File: config.mk
export PLATFORM = sky130hd
export DESIGN_NAME = feeder_jam_recovery_controller
export DESIGN_NICKNAME = d
export VERILOG_FILES = /design/src/rtl/fjr_pkg.sv /design/src/rtl/feeder_jam_recovery_controller.sv /design/src/rtl/fjr_cfg_regs.sv /design/src/rtl/fjr_core.sv
export SDC_FILE = /design/constraint.sdc
export NUM_CORES = 1
export LEC_CHECK = 0
export BUFFER_PORTS_ARGS = -buffer_cell sky130_fd_sc_hd__buf_4
export CAP_MARGIN = 20
export CORE_ASPECT_RATIO = 1.5
export CORE_UTILIZATION = 45
export CTS_BUF_LIST = sky130_fd_sc_hd__clkbuf_4 sky130_fd_sc_hd__clkbuf_8
export DETAILED_ROUTE_END_ITERATION = 10
export GPL_TIMING_DRIVEN = 1
export PLACE_DENSITY = 0.69
export SETUP_SLACK_MARGIN = 0.02
export SLEW_MARGIN = 10
export SYNTH_ARGS = -nofsm -noshare
export SYNTH_HDL_FRONTEND = slang
export SYNTH_SLANG_ARGS = --single-unit
File: constraint.sdc
create_clock -name clk_i -period 17.62 [get_ports clk_i]
set_clock_uncertainty 0.05 [all_clocks]
set_input_delay 2.643 -clock clk_i [delete_from_list [all_inputs] [get_ports clk_i]]
set_output_delay 2.643 -clock clk_i [all_outputs]
set_load 0.05 [all_outputs]
File: src/rtl/fjr_pkg.sv
// Shared types and constants for the feeder jam recovery controller.
`timescale 1ns / 1ps

package fjr_pkg;

  // Widths of the stream words
  localparam int unsigned InDataW  = 104;
  localparam int unsigned OutDataW = 80;
  localparam int unsigned CfgAddrW = 3;
  localparam int unsigned CfgDataW = 32;

  localparam logic [15:0] TicksMax = 16'hFFFF;

  // Jam supervisor phases
  typedef enum logic [1:0] {
    PH_NORMAL  = 2'd0,
    PH_SUSPECT = 2'd1,
    PH_CONFIRM = 2'd2,
    PH_RECOVER = 2'd3
  } phase_e;

  // Fire modes
  typedef enum logic [1:0] {
    FM_DISABLE = 2'd0,
    FM_CEASE   = 2'd1,
    FM_SINGLE  = 2'd2,
    FM_AUTO    = 2'd3
  } fire_mode_e;

  // Feeder command kinds
  typedef enum logic [1:0] {
    DRV_OFF   = 2'd0,
    DRV_ANGLE = 2'd1,
    DRV_SPEED = 2'd2
  } drive_e;

  // Register indexes on the config port
  typedef enum logic [CfgAddrW-1:0] {
    REG_TORQUE_TH  = 3'd0,
    REG_SPEED_TH   = 3'd1,
    REG_SUSPECT    = 3'd2,
    REG_RECOVER    = 3'd3,
    REG_BACKOFF    = 3'd4,
    REG_BULLET     = 3'd5,
    REG_HEAT_SHOT  = 3'd6,
    REG_AUTO_RATE  = 3'd7
  } cfg_addr_e;

  // Configuration register file contents
  typedef struct packed {
    logic [14:0]        torque_threshold;
    logic [15:0]        speed_threshold;
    logic [15:0]        suspect_ticks;
    logic [15:0]        recover_ticks;
    logic signed [31:0] backoff_step;
    logic signed [31:0] bullet_step;
    logic [15:0]        heat_per_shot;
    logic [7:0]         auto_rate;
  } cfg_t;

  // One control tick
  typedef struct packed {
    logic signed [15:0] measured_torque;
    logic signed [16:0] measured_speed;
    logic signed [31:0] measured_angle;
    logic [15:0]        heat_limit;
    logic [15:0]        heat_now;
    logic               mode_write;
    logic [1:0]         mode_value;
  } in_item_t;

  // One feeder command
  typedef struct packed {
    drive_e             drive_mode;
    logic signed [31:0] target_angle;
    logic signed [31:0] target_speed;
    logic [7:0]         shot_rate_now;
    phase_e             jam_state;
    logic               heat_ok;
    logic               clear_integrators;
  } out_item_t;

endpackage

File: src/rtl/feeder_jam_recovery_controller.sv
// Top level of the feeder jam recovery controller.
//
// One word on the slave stream is one control tick of the feeder: torque,
// speed, continuous angle, heat readings and an optional new fire mode.
// Each tick gives exactly one command word on the master stream: drive kind,
// target angle and speed, shot rate, jam state, heat flag and an integrator
// clear request. Registers are written over the cfg channel (always ready);
// write them only while no tick is in flight, the block does not enforce it.
//
// From acceptance to the command showing on m_axis, the tick lands in the
// input register, then the jam and fire logic runs combinationally into the
// output register, updating the held state at the same clock edge.
// Throughput is one tick per cycle while m_axis does not stall, bounded by
// that single compute stage with its 32x9 multiply.
//
// Reset clears the registers to 0, the jam state to normal, fire mode to
// ceasefire and the held command to an angle hold at 0. When m_axis stalls,
// the output word holds, one more tick is buffered in the input register,
// and then s_axis_tready drops until the receiver takes the word.
`timescale 1ns / 1ps

module feeder_jam_recovery_controller (
  input  logic                          clk_i,
  input  logic                          rst_ni,
  // tick in
  input  logic                          s_axis_tvalid,
  output logic                          s_axis_tready,
  // measured_torque, measured_speed, measured_angle, heat_limit, heat_now,
  // mode_write, mode_value, zero pad
  input  logic [fjr_pkg::InDataW-1:0]   s_axis_tdata,
  // command out
  output logic                          m_axis_tvalid,
  input  logic                          m_axis_tready,
  // drive_mode, target_angle, target_speed, shot_rate_now, jam_state,
  // heat_ok, clear_integrators, zero pad
  output logic [fjr_pkg::OutDataW-1:0]  m_axis_tdata,
  // register writes
  input  logic                          cfg_valid_i,
  output logic                          cfg_ready_o,
  input  logic [fjr_pkg::CfgAddrW-1:0]  cfg_index_i,
  input  logic [fjr_pkg::CfgDataW-1:0]  cfg_data_i
);

  fjr_pkg::cfg_t      cfg;
  fjr_pkg::in_item_t  in_word;
  fjr_pkg::in_item_t  in_data_q;
  logic               in_valid_q;
  fjr_pkg::out_item_t res;
  fjr_pkg::out_item_t out_data_q;
  logic               out_valid_q;
  logic               advance;
  logic               step;

  assign cfg_ready_o = 1'b1;

  fjr_cfg_regs u_cfg (
    .clk_i     (clk_i),
    .rst_ni    (rst_ni),
    .wr_en_i   (cfg_valid_i),
    .wr_addr_i (cfg_index_i),
    .wr_data_i (cfg_data_i),
    .cfg_o     (cfg)
  );

  // Unpack the tick word, first field at bit 0
  always_comb begin
    in_word.measured_torque = s_axis_tdata[15:0];
    in_word.measured_speed  = s_axis_tdata[32:16];
    in_word.measured_angle  = s_axis_tdata[64:33];
    in_word.heat_limit      = s_axis_tdata[80:65];
    in_word.heat_now        = s_axis_tdata[96:81];
    in_word.mode_write      = s_axis_tdata[97];
    in_word.mode_value      = s_axis_tdata[99:98];
  end

  // Pipeline flow control
  assign advance       = !out_valid_q || m_axis_tready;
  assign step          = advance && in_valid_q;
  assign s_axis_tready = !in_valid_q || advance;

  // Input register
  always_ff @(posedge clk_i or negedge rst_ni) begin
    if (!rst_ni) begin
      in_valid_q <= 1'b0;
    end else if (s_axis_tready) begin
      in_valid_q <= s_axis_tvalid;
    end
  end

  always_ff @(posedge clk_i) begin
    if (s_axis_tvalid && s_axis_tready) begin
      in_data_q <= in_word;
    end
  end

  fjr_core u_core (
    .clk_i  (clk_i),
    .rst_ni (rst_ni),
    .cfg_i  (cfg),
    .step_i (step),
    .item_i (in_data_q),
    .res_o  (res)
  );

  // Output register
  always_ff @(posedge clk_i or negedge rst_ni) begin
    if (!rst_ni) begin
      out_valid_q <= 1'b0;
    end else if (advance) begin
      out_valid_q <= in_valid_q;
    end
  end

  always_ff @(posedge clk_i) begin
    if (step) begin
      out_data_q <= res;
    end
  end

  assign m_axis_tvalid = out_valid_q;
  assign m_axis_tdata  = {2'b00,
                          out_data_q.clear_integrators,
                          out_data_q.heat_ok,
                          out_data_q.jam_state,
                          out_data_q.shot_rate_now,
                          out_data_q.target_speed,
                          out_data_q.target_angle,
                          out_data_q.drive_mode};

  // An empty output stage never blocks the input side
  a_ready_when_empty: assert property (@(posedge clk_i) disable iff (!rst_ni)
    !out_valid_q |-> s_axis_tready)
    else $error("input stalled with empty output register");

  // Integrator clear only comes with the disabled drive
  a_clear_means_off: assert property (@(posedge clk_i) disable iff (!rst_ni)
    out_valid_q && out_data_q.clear_integrators |->
      out_data_q.drive_mode == fjr_pkg::DRV_OFF)
    else $error("integrator clear without disabled drive");

  // Fire mode is not applied during a confirmed jam
  a_no_fire_in_jam: assert property (@(posedge clk_i) disable iff (!rst_ni)
    out_valid_q && (out_data_q.jam_state == fjr_pkg::PH_CONFIRM ||
                    out_data_q.jam_state == fjr_pkg::PH_RECOVER) |->
      !out_data_q.clear_integrators)
    else $error("fire mode applied during jam handling");

  // A tick moved into the output register shows up as valid next cycle
  a_step_fills_out: assert property (@(posedge clk_i) disable iff (!rst_ni)
    step |=> out_valid_q)
    else $error("computed word lost");

endmodule

File: src/rtl/fjr_cfg_regs.sv
// Configuration register file of the feeder jam recovery controller.
`timescale 1ns / 1ps

module fjr_cfg_regs (
  input  logic                           clk_i,
  input  logic                           rst_ni,
  input  logic                           wr_en_i,
  input  logic [fjr_pkg::CfgAddrW-1:0]   wr_addr_i,
  input  logic [fjr_pkg::CfgDataW-1:0]   wr_data_i,
  output fjr_pkg::cfg_t                  cfg_o
);

  fjr_pkg::cfg_t cfg_q, cfg_d;

  // Address decode, each register keeps its own low bits
  always_comb begin
    cfg_d = cfg_q;
    if (wr_en_i) begin
      unique case (fjr_pkg::cfg_addr_e'(wr_addr_i))
        fjr_pkg::REG_TORQUE_TH: cfg_d.torque_threshold = wr_data_i[14:0];
        fjr_pkg::REG_SPEED_TH:  cfg_d.speed_threshold  = wr_data_i[15:0];
        fjr_pkg::REG_SUSPECT:   cfg_d.suspect_ticks    = wr_data_i[15:0];
        fjr_pkg::REG_RECOVER:   cfg_d.recover_ticks    = wr_data_i[15:0];
        fjr_pkg::REG_BACKOFF:   cfg_d.backoff_step     = wr_data_i[31:0];
        fjr_pkg::REG_BULLET:    cfg_d.bullet_step      = wr_data_i[31:0];
        fjr_pkg::REG_HEAT_SHOT: cfg_d.heat_per_shot    = wr_data_i[15:0];
        fjr_pkg::REG_AUTO_RATE: cfg_d.auto_rate        = wr_data_i[7:0];
        default:                cfg_d = cfg_q;
      endcase
    end
  end

  always_ff @(posedge clk_i or negedge rst_ni) begin
    if (!rst_ni) begin
      cfg_q <= '0;
    end else begin
      cfg_q <= cfg_d;
    end
  end

  assign cfg_o = cfg_q;

endmodule

File: src/rtl/fjr_core.sv
// Jam state machine, fire mode logic and held feeder command of the controller.
`timescale 1ns / 1ps

module fjr_core (
  input  logic                 clk_i,
  input  logic                 rst_ni,
  input  fjr_pkg::cfg_t        cfg_i,
  input  logic                 step_i,
  input  fjr_pkg::in_item_t    item_i,
  output fjr_pkg::out_item_t   res_o
);

  fjr_pkg::phase_e     phase_q, phase_d;
  logic [15:0]         ticks_q, ticks_d;
  fjr_pkg::fire_mode_e fire_q, fire_d;
  fjr_pkg::drive_e     drive_q, drive_d;
  logic [31:0]         angle_q, angle_d;
  logic [31:0]         speed_q, speed_d;
  logic [7:0]          rate_q, rate_d;

  fjr_pkg::fire_mode_e fm_eff;
  logic [17:0]         heat_rem;
  logic                heat_ok;
  logic [15:0]         tq_abs;
  logic [16:0]         sp_abs;
  logic                stall;
  logic [15:0]         ticks_inc;
  logic signed [40:0]  prod;
  logic [31:0]         speed_sat;
  logic                clr;

  // Heat margin, stall test and tick count
  always_comb begin
    fm_eff    = item_i.mode_write ? fjr_pkg::fire_mode_e'(item_i.mode_value) : fire_q;
    heat_rem  = {2'b00, item_i.heat_limit} - {2'b00, item_i.heat_now};
    heat_ok   = $signed(heat_rem) >= $signed({2'b00, cfg_i.heat_per_shot});
    tq_abs    = item_i.measured_torque[15] ? (~item_i.measured_torque + 16'd1)
                                           : item_i.measured_torque;
    sp_abs    = item_i.measured_speed[16] ? (~item_i.measured_speed + 17'd1)
                                          : item_i.measured_speed;
    stall     = (tq_abs >= {1'b0, cfg_i.torque_threshold}) &&
                (sp_abs <= {1'b0, cfg_i.speed_threshold});
    ticks_inc = (ticks_q == fjr_pkg::TicksMax) ? ticks_q : ticks_q + 16'd1;
  end

  // Auto feed speed: step times rate, clamped to 32 bit signed
  always_comb begin
    prod = $signed(cfg_i.bullet_step) * $signed({1'b0, cfg_i.auto_rate});
    if ((&prod[40:31]) || !(|prod[40:31])) begin
      speed_sat = prod[31:0];
    end else if (prod[40]) begin
      speed_sat = 32'h8000_0000;
    end else begin
      speed_sat = 32'h7FFF_FFFF;
    end
  end

  // Next state and held command
  always_comb begin
    phase_d = phase_q;
    fire_d  = fm_eff;
    drive_d = drive_q;
    angle_d = angle_q;
    speed_d = speed_q;
    rate_d  = rate_q;
    clr     = 1'b0;

    unique case (phase_q)
      fjr_pkg::PH_NORMAL: begin
        if (stall) phase_d = fjr_pkg::PH_SUSPECT;
      end
      fjr_pkg::PH_SUSPECT: begin
        if (!stall) begin
          phase_d = fjr_pkg::PH_NORMAL;
        end else if (ticks_inc >= cfg_i.suspect_ticks) begin
          phase_d = fjr_pkg::PH_CONFIRM;
        end
      end
      fjr_pkg::PH_CONFIRM: begin
        angle_d = item_i.measured_angle - cfg_i.backoff_step;
        drive_d = fjr_pkg::DRV_ANGLE;
        phase_d = fjr_pkg::PH_RECOVER;
      end
      fjr_pkg::PH_RECOVER: begin
        if (ticks_inc >= cfg_i.recover_ticks) phase_d = fjr_pkg::PH_NORMAL;
      end
      default: phase_d = phase_q;
    endcase

    // every phase change restarts the count
    ticks_d = (phase_d != phase_q) ? 16'd0 : ticks_inc;

    // fire mode only drives the feeder outside a jam
    if (phase_d == fjr_pkg::PH_NORMAL || phase_d == fjr_pkg::PH_SUSPECT) begin
      case (fm_eff)
        fjr_pkg::FM_DISABLE: begin
          rate_d  = 8'd0;
          drive_d = fjr_pkg::DRV_OFF;
          clr     = 1'b1;
        end
        fjr_pkg::FM_CEASE: begin
          rate_d  = 8'd0;
          drive_d = fjr_pkg::DRV_ANGLE;
        end
        fjr_pkg::FM_SINGLE: begin
          angle_d = item_i.measured_angle + cfg_i.bullet_step;
          drive_d = fjr_pkg::DRV_ANGLE;
          fire_d  = fjr_pkg::FM_CEASE;
        end
        default: begin
          if (heat_ok) begin
            rate_d  = cfg_i.auto_rate;
            drive_d = fjr_pkg::DRV_SPEED;
            speed_d = speed_sat;
          end else begin
            rate_d  = 8'd0;
            angle_d = item_i.measured_angle;
            drive_d = fjr_pkg::DRV_ANGLE;
          end
        end
      endcase
    end
  end

  // State registers advance once per accepted tick
  always_ff @(posedge clk_i or negedge rst_ni) begin
    if (!rst_ni) begin
      phase_q <= fjr_pkg::PH_NORMAL;
      ticks_q <= 16'd0;
      fire_q  <= fjr_pkg::FM_CEASE;
      drive_q <= fjr_pkg::DRV_ANGLE;
      angle_q <= 32'd0;
      speed_q <= 32'd0;
      rate_q  <= 8'd0;
    end else if (step_i) begin
      phase_q <= phase_d;
      ticks_q <= ticks_d;
      fire_q  <= fire_d;
      drive_q <= drive_d;
      angle_q <= angle_d;
      speed_q <= speed_d;
      rate_q  <= rate_d;
    end
  end

  // Result word for this tick
  always_comb begin
    res_o.drive_mode        = drive_d;
    res_o.target_angle      = angle_d;
    res_o.target_speed      = speed_d;
    res_o.shot_rate_now     = rate_d;
    res_o.jam_state         = phase_d;
    res_o.heat_ok           = heat_ok;
    res_o.clear_integrators = clr;
  end

endmodule

* After elaboration in Yosys (flattened, before gate mapping)
Index checks and enable logic that the tools add are counted.
Widths: inputs -> output; s select.
** Word-level totals
- Bits in registers :: 425
- Bits of input ports :: 144
- Output and inout port bits :: 83
- Word-level logic and storage cells :: 116
** Cells by class
- Add/subtract/negate cells :: 6
- $mul :: 1
- Order comparisons :: 5
- Eq/ne operators :: 15
- Multiplexer cells :: 29
- Bitwise operators :: 2
- Reductions and logical operators :: 27
** Operators with widths (number)
- $mux 32 :: 8
- $pmux 32 s2 :: 1
- $mux 16 :: 3
- $mul 32x9->41 :: 1
- $add 16x1->16 const B :: 2
- $add 32x32->32 :: 1
- $ge 16x16->1 :: 2
- $sub 32x32->32 :: 1
- $mux 2 :: 10
- $ge 18x17->1 :: 1
- $add 17x1->17 const B :: 1
- $le 17x16->1 :: 1
- $mux 17 :: 1
- $not 17->17 :: 1
- $sub 16x16->17 :: 1
- $eq 16x16->1 const B :: 1
- $ge 16x15->1 :: 1
- $mux 8 :: 2
- $not 16->16 :: 1
- $pmux 8 s2 :: 1
- $reduce_and 2->1 :: 8
- $eq 3x3->1 const B :: 4
- $reduce_and 10->1 :: 1
- $reduce_or 10->1 :: 1
- 15 further kinds :: 30

* Depth between registers and ports, before layout
Gate-level depths: netlist of the first run.
- Depth after elaboration :: 10
- Mapped depth :: 26
- Mapped depth without buffers :: 25

* By module
A second synthesis of the first run with hierarchy kept.
** Second synthesis, totals
- Cells, all modules :: 3285
- Area total of the unflattened synthesis :: 33126.8 µm²
** By module, submodules not included
- fjr_core :: instances 1, cells each 2766, area an instance 21814.7 µm², sequential area each 2354.8 µm²
- fjr_cfg_regs :: instances 1, cells each 328, area an instance 5833.1 µm², sequential area each 3778.6 µm²
- feeder_jam_recovery_controller :: instances 1, cells each 191, area an instance 5479.0 µm², sequential area each 5395.2 µm²

* Worst setup path after synthesis of the first run
No wires, ideal clock.
- Path type :: register -> register
- From :: register u_cfg.cfg_q (netlist bit u_cfg.cfg_o[2])
- To :: register out_data_q (netlist bit m_axis_tdata[44]) (data pin)
- Setup time :: 0.130 ns
- Data arrival time :: 6.407 ns
- Required time :: 17.440 ns
- Path slack :: 11.032 ns
- Cell stages (with the launch flop) :: 25
- Buffers on the path :: 4
- Clock period less this slack :: 6.588 ns
- Cell sequence :: dfrtp_1 -> clkbuf_1 -> clkbuf_1 -> nand2_1 -> fa_1 -> inv_1 -> fa_1 -> fa_1 -> inv_1 -> fa_1 -> inv_1 -> ha_1 -> clkbuf_1 -> nand2_1 -> o31a_1 -> o21a_1 -> or3_1 -> o21bai_1 -> a2111oi_0 -> o21a_1 -> o21ai_0 -> or4_1 -> nand4_1 -> clkbuf_1 -> o221a_2
** RTL lines
- start: declaration :: line fjr_cfg_regs.sv:13 : fjr_pkg::cfg_t cfg_q, cfg_d;
- start signal: assignment :: line fjr_cfg_regs.sv:37 : cfg_q <= cfg_d;
- end signal: assignment :: line feeder_jam_recovery_controller.sv:116 : out_data_q <= res;
- end: declaration :: line feeder_jam_recovery_controller.sv:49 : fjr_pkg::out_item_t out_data_q;

==> summary.md, run 1 <==
| Metric | Value |
|---|---|
| Number of global-route vias before repair | `25,000` |
| Synth warn | `0` |
| Pre-Repair DR Iteration Count | `8` |
| Seq/Total Area, Yosys | `35.7%` |
| Failing checks | `DRC` |
| Top Ports | `227` |
| Initial Util | `45.7%` |
| Clock Tree Buf Depth | `3` |
| Layout Cells excl Fill | `4,421` |
| Worst-Margin Slew | `1140 ps` |
| Hold Path Class | `flip-flop to flip-flop` |
| CP most frequent cell | `fa_1` |
| Clk sinks | `425` |
| Post-Syn Area | `32,300 sq um` |
| Die height | `330 microns` |
| Crit. path cell count | `22` |
| Initial DRC count | `1,336` |
| Mean Syn Cell Area | `9.87 sq um` |
| Leading area contributor after synthesis | `dfrtp_1` |
| Vias | `24,500` |
| ANT nets after route | `0` |
| H-Tree Depth | `3` |
| Placed cells | `4,282` |
| Final-report setup violation count | `0` |
| Die area | `72,800 sq um` |
| Post-detailed-route via-to-cell ratio | `5.55` |
| Total CTS buffers | `72` |
| Reg clk slew, reported paths | `70 ps` |
| Max-slew violations | `0` |
| Status | `finished with violations` |
| Clock period minus worst slack | `7480 ps` |
| CTS hold repair buffers | `0` |
| CP Buf/Inv Count | `5` |
| Flops & latches, synth | `425` |
| Final Hold Vio Count | `0` |
| Crit path max-delay cell type | `dfrtp_1` |
| Slew HR | `23.8%` |
| Post-synth top area share | `19.0%` |
| CP max stage delay | `680 ps` |
| GRT Overall Usage | `23.4%` |
| Grt ovf | `0` |
| FP Rows | `119` |
| Core ar. | `70,600 sq um` |
| Main area contributors after synthesis | `dfrtp_1 (19%), edfxtp_1 (17%), fa_1 (12%), ha_1 (9.6%), inv_1 (4.9%)` |
| Worst EP required | `18,130 ps` |
| GP Congestion | `0.900` |
| Hold Slack | `412 ps` |
| Initial antenna violation count | `1` |
| DRC viols | `15` |
| Largest net degree at the start of global routing | `152` |
| Top_reg_cell synth | `dfrtp_1` |
| Root Buffer Master | `clkbuf_8` |
| Layout cells sized above 1 | `15.5%` |
| R2R depth | `22` |
| Crit-path cells | `buf_4 -> nand2_1 -> fa_1 -> inv_1 -> fa_1 -> fa_1 -> inv_1 -> fa_1 -> inv_1 -> ha_1 -> a21oi_1 -> a21boi_0 -> a31o_2 -> a31oi_1 -> o21bai_1 -> a21oi_1 -> o311ai_0 -> nand3_1 -> or4_1 -> nand4_1 -> buf_4 -> o221a_2` |
| Number of flops mapped to enable cells by yosys | `178` |
| CTS tree | `built` |
| Commonest non-fill, non-tap cell in the layout | `inv_1` |
| CP Launch Type | `flip-flop` |
| Crit Path Class | `flip-flop to flip-flop` |
| Cell family with most CP delay | `adder cells` |
| Nets | `4,046` |
| Postcts setup bufs | `0` |
| Cells after Synth | `3,271` |
| Worst setup EP type | `flip-flop` |
| Period utilization | `42.4%` |
| Clk Latency, worst-skew pair | `710 ps` |
| Dpl hpwl | `62,800 microns` |
| Ys async rst share | `58.1%` |
| Final WL | `83,200 microns` |
| Worst Hold Depth | `2` |
| Max-Cap Viols | `0` |
| First-pass GRT wire length | `132,000 microns` |
| Fmax | `0.134 GHz` |
| Crit-path max FO | `27` |
| Yosys cell types | `81` |
| Area Growth Syn to Fin | `12.8%` |
| Crit path arrival time | `7990 ps` |
| Setup TNS | `0 ps` |
| RSZ-0062 raised after global routing | `no` |
| Highest-count cells in the layout ignoring fill and taps | `inv_1 (423), nand2_1 (382), ha_1 (248), dfrtp_1 (245), buf_4 (241)` |
| I/O Buffers | `219` |
| Routed wire per std cell | `18.8 microns` |
| Post_cts resized | `0` |
| Die Wd | `221 microns` |
-- cell usage after synthesis (21+ instances only) --
| library cell | n |
|---|---|
| inv_1 | 424 |
| nor2_1 | 118 |
| a22o_1 | 24 |
| o221a_1 | 30 |
| fa_1 | 201 |
| clkbuf_1 | 105 |
| a21o_1 | 66 |
| ha_1 | 248 |
| nand3_1 | 47 |
| nor3_1 | 24 |
| dfrtp_1 | 245 |
| and2_1 | 142 |
| a21oi_1 | 148 |
| nand4_1 | 26 |
| xor2_1 | 43 |
| nand2b_1 | 22 |
| mux2_2 | 101 |
| and3_1 | 22 |
| edfxtp_1 | 178 |
| a31oi_1 | 21 |
| nand2_1 | 383 |
| a211oi_1 | 22 |
| o21ai_0 | 182 |
| xnor2_1 | 99 |
| o21a_1 | 22 |
| o221a_2 | 31 |
-- per-layer routing --
metal	track usage, %	vias up	wire, microns
met5	0	-	0
met4	13.1	0	4380
met3	3.24	221	4160
met2	40.4	673	41600
met1	27.8	12000	33000
li1	-	11600	-
-- worst reg2reg max path, stage by stage (launching register included) --
cell,delay [ps]
dfrtp_1,680
buf_4,370
nand2_1,130
fa_1,550
inv_1,50
fa_1,500
fa_1,500
inv_1,50
fa_1,530
inv_1,40
ha_1,360
a21oi_1,360
a21boi_0,260
a31o_2,150
a31oi_1,80
o21bai_1,420
a21oi_1,180
o311ai_0,470
nand3_1,170
or4_1,610
nand4_1,230
buf_4,330
o221a_2,270
-- logic make-up after synthesis --
| family | synth area share, % |
|---|---|
| compound gates | 14.9 |
| xor+xnor | 3.85 |
| fa+ha+maj | 22.1 |
| buf+inv | 6.77 |
| flops | 35.7 |
| mux | 3.86 |
| other cells | 0.0233 |
| simple gates | 12.8 |
-- flip-flops by register name (all words and copies together) (netlist names) --
signal / flops
u_cfg.cfg_o: 151
in_data_q: 100
u_core.rate_q: 8
m_axis_tvalid: 1
u_core.phase_q: 2
u_core.ticks_q: 16
u_core.angle_q: 32
u_core.speed_q: 32
u_core.fire_q: 2
m_axis_tdata: 78
u_core.drive_q: 2
in_valid_q: 1
-- stage by stage --
step	utilization (%)	area [sq um]	setup WS, ps
after floorplan	-	32300	11030
after global placement	49.2	34700	10020
after detailed placement	49.2	34700	9970
after CTS	51.5	36300	9940
after global routing	51.6	36400	9750
final	51.6	36400	10140
-- worst paths after layout --
check	from	endpoint	slack, ps
setup / recovery	u_cfg.cfg_o[2]	m_axis_tdata[37]	10140
hold / removal	u_core.drive_q[0]	u_core.drive_q[0]	410
setup reg to reg	u_cfg.cfg_o[2]	m_axis_tdata[37]	10140
hold reg to reg	u_core.drive_q[0]	u_core.drive_q[0]	410
max in group asynchronous	rst_ni	u_cfg.cfg_o[53]	14100
min in group asynchronous	rst_ni	u_core.speed_q[1]	1930
-- layout make-up --
type                            count  area [sq um]
Fill cell                        6541         34200
Tap cell                          907          1130
Timing Repair Buffer              247          1940
Sequential cell                   425         11500
Clock inverter                     32           333
Multi-Input combinational cell   2281         18600
Clock buffer                      102          1260
Antenna cell                        1          2.50
Inverter                          426          1610
Power of run 1 is not shown: default switching activity piles up to over one toggle a cycle in this logic, so the estimate is an artifact.
==> run 2, diff against run 1 <==
--- a/config.mk
+++ b/config.mk
@@ -5,6 +5,7 @@
 export SDC_FILE = /design/constraint.sdc
 export NUM_CORES = 1
 export LEC_CHECK = 0
+export ABC_AREA = 1
 export BUFFER_PORTS_ARGS = -buffer_cell sky130_fd_sc_hd__buf_4
 export CAP_MARGIN = 20
 export CORE_ASPECT_RATIO = 1.5
==> constraint.sdc (replaced) <==
create_clock -name clk_i -period 7.7 [get_ports clk_i]
set_clock_uncertainty 0.05 [all_clocks]
set_input_delay 1.155 -clock clk_i [delete_from_list [all_inputs] [get_ports clk_i]]
set_output_delay 1.155 -clock clk_i [all_outputs]
set_load 0.05 [all_outputs]
==> summary.md, run 2 <==
| Metric | Value |
|---|---|
| First-pass GRT wire length | `160,000 microns` |
| Layout cells sized above 1 | `8.93%` |
| Hold Path Class | `input port to async pin` |
| DRC viols | `4` |
| Total CTS buffers | `72` |
| H-Tree Depth | `3` |
| Clock period minus worst slack | `6640 ps` |
| Root Buffer Master | `clkbuf_8` |
| Status | `finished with violations` |
| Postcts setup bufs | `0` |
| Mean Syn Cell Area | `7.52 sq um` |
| I/O Buffers | `219` |
| Worst setup EP type | `flip-flop` |
| Placed cells | `5,819` |
| CTS hold repair buffers | `0` |
| Period utilization | `86.3%` |
| Main area contributors after synthesis | `dfrtp_1 (17%), nand2_1 (16%), edfxtp_1 (15%), fa_1 (11%), inv_1 (9.6%)` |
| FF-to-FF setup slack | `1060 ps` |
| Slew HR | `27.7%` |
| Number of flops mapped to enable cells by yosys | `178` |
| Reg2Reg Launch Point | `u_cfg.cfg_o[4]` |
| Pre-Repair DR Iteration Count | `9` |
| Failing checks | `DRC` |
| Die Wd | `231 microns` |
| Highest-count cells in the layout ignoring fill and taps | `nand2_1 (1,466), inv_1 (907), o21ai_0 (291), ha_1 (248), dfrtp_1 (245)` |
| Die area | `80,000 sq um` |
| Initial DRC count | `1,983` |
| RSZ-0062 raised after global routing | `no` |
| Crit-path max FO | `31` |
| Nets | `5,470` |
| Routed wire per std cell | `16.9 microns` |
| FF+latch area | `11,500 sq um` |
| Vias | `30,600` |
| ANT nets after route | `0` |
| Final WL | `100,000 microns` |
| Reg clk slew, reported paths | `70 ps` |
| Crit path max-delay cell type | `dfrtp_1` |
| GP Congestion | `0.996` |
| Ys async rst share | `58.1%` |
| GRT Overall Usage | `25.7%` |
| Leading area contributor after synthesis | `dfrtp_1` |
| Setup TNS | `0 ps` |
| Crit Path Class | `flip-flop to flip-flop` |
| Count leader, synth | `nand2_1` |
| Crit path arrival time | `6950 ps` |
| Design area | `39,600 sq um` |
| Clk sinks | `425` |
| CP most frequent cell | `nand2_1` |
| Flops & latches, synth | `425` |
| Layout Cells excl Fill | `5,954` |
| Cells after Synth | `4,720` |
| Max-Cap Viols | `0` |
| Fillers | `7,470` |
| Clock Tree Buf Depth | `3` |
| CP Launch Type | `flip-flop` |
| Synth warn | `0` |
| Clk Latency, worst-skew pair | `710 ps` |
| R2r endpoint | `m_axis_tdata[40]` |
| Seq/Total Area, Yosys | `32.5%` |
| CTS tree | `built` |
| Largest net degree at the start of global routing | `126` |
| Post_cts resized | `0` |
| Fmax | `0.151 GHz` |
| Number of global-route vias before repair | `30,600` |
| Top_reg_cell synth | `dfrtp_1` |
| Placed instance area | `37,900 sq um` |
| Final Hold Vio Count | `0` |
| Core ar. | `77,700 sq um` |
| Dpl hpwl | `77,400 microns` |
| Post-detailed-route via-to-cell ratio | `5.13` |
| Commonest non-fill, non-tap cell in the layout | `nand2_1` |
| Area Growth Syn to Fin | `11.5%` |
| Post-Syn Area | `35,500 sq um` |
| Hold Slack | `373 ps` |
| Worst-Margin Slew | `1080 ps` |
| Final-report setup violation count | `0` |
| Die height | `346 microns` |
| FP Rows | `125` |
| Worst EP required | `8010 ps` |
| Yosys cell types | `58` |
| Initial Util | `45.6%` |
| Top Ports | `227` |
| R2R depth | `24` |
| Grt ovf | `0` |
| Post-synth top area share | `17.3%` |
| Initial antenna violation count | `7` |
| Most frequent cells after synthesis | `nand2_1 (1,470), inv_1 (908), o21ai_0 (291)` |
| Multi-input logic area | `19,800 sq um` |
| Crit-path cells | `buf_4 -> nand2_1 -> inv_1 -> fa_1 -> fa_1 -> fa_1 -> inv_1 -> fa_1 -> inv_1 -> ha_1 -> nand2_1 -> nor2_1 -> nand2_1 -> nor3_1 -> nand2_1 -> nand2_1 -> nand2_1 -> nand2_1 -> buf_4 -> nor2_1 -> nand3_1 -> nand2_2 -> nand2_1 -> a21boi_1` |
| Max reg flops | `151` |
| Max-slew violations | `0` |
| CP max stage delay | `980 ps` |
-- run 2: changes by cell type in the layout (fill, tap and decap cells not counted), sizes merged, moves of 59 or more --
cell | before | now
and2 | 143 | 3
o21ai | 194 | 303
mux2 | 101 | 0
nand3 | 47 | 231
nor2 | 119 | 236
inv | 429 | 918
o221a | 61 | 0
nand2 | 383 | 1478
a21o | 66 | 7
xnor2 | 99 | 36
-- run 2: how the worst max path moves through the flow --
stage,startpoint,endpoint,slack (ps),depth (start not counted)
final,u_cfg.cfg_o[4],m_axis_tdata[40],1060,24
after global routing,u_cfg.cfg_o[4],m_axis_tdata[53],630,23
after CTS,u_cfg.cfg_o[5],m_axis_tdata[47],1070,24
after detailed placement,u_cfg.cfg_o[4],m_axis_tdata[47],1120,24
after global placement,u_cfg.cfg_o[4],m_axis_tdata[47],1170,24
after floorplan,u_cfg.cfg_o[5],m_axis_tdata[35],2540,28
-- run 2: stage by stage --
step / util [%] / worst slack [ps]
finish: 50.9 / 1060
global route: 50.9 / 631
CTS: 50.9 / 1070
detailed placement: 48.7 / 1120
global placement: 48.7 / 1170
floorplan: - / 2540
-- run 2: final cells by class --
class,instances,area share (%)
Multi-Input combinational cell,3219,50.0
Sequential cell,425,29.1
Inverter,916,8.71
Timing Repair Buffer,243,4.66
Tap cell,1016,3.21
Clock buffer,93,3.01
Clock inverter,40,1.23
Antenna cell,2,0.0126
-- run 2: routing by layer --
metal | wire [microns] | vias up | global-route usage [%]
li1 | - | 15000 | -
met1 | 39200 | 14400 | 29.8
met2 | 49700 | 923 | 44.8
met3 | 5820 | 250 | 3.80
met4 | 5750 | 8 | 14.6
met5 | 62 | - | 0
-- run 2: kinds of logic after synthesis --
kind of cell | synth area share (%)
AND/OR/NAND/NOR | 23.8
adder cells (fa/ha/maj) | 20.1
AO/OA/AOI/OAI | 9.39
other | 0.0212
flip-flops | 32.5
buffers and inverters | 11.8
XOR/XNOR | 2.37
-- run 2: worst max-delay path: cells and delay by family, from the launching register on --
| kind | cells | cell delay [ps] |
|---|---|---|
| flops | 1 | 980 |
| compound gates | 1 | 100 |
| simple gates | 13 | 1890 |
| buf+inv | 5 | 780 |
| fa+ha+maj | 5 | 2490 |
Power of run 2 is left out for the same reason.
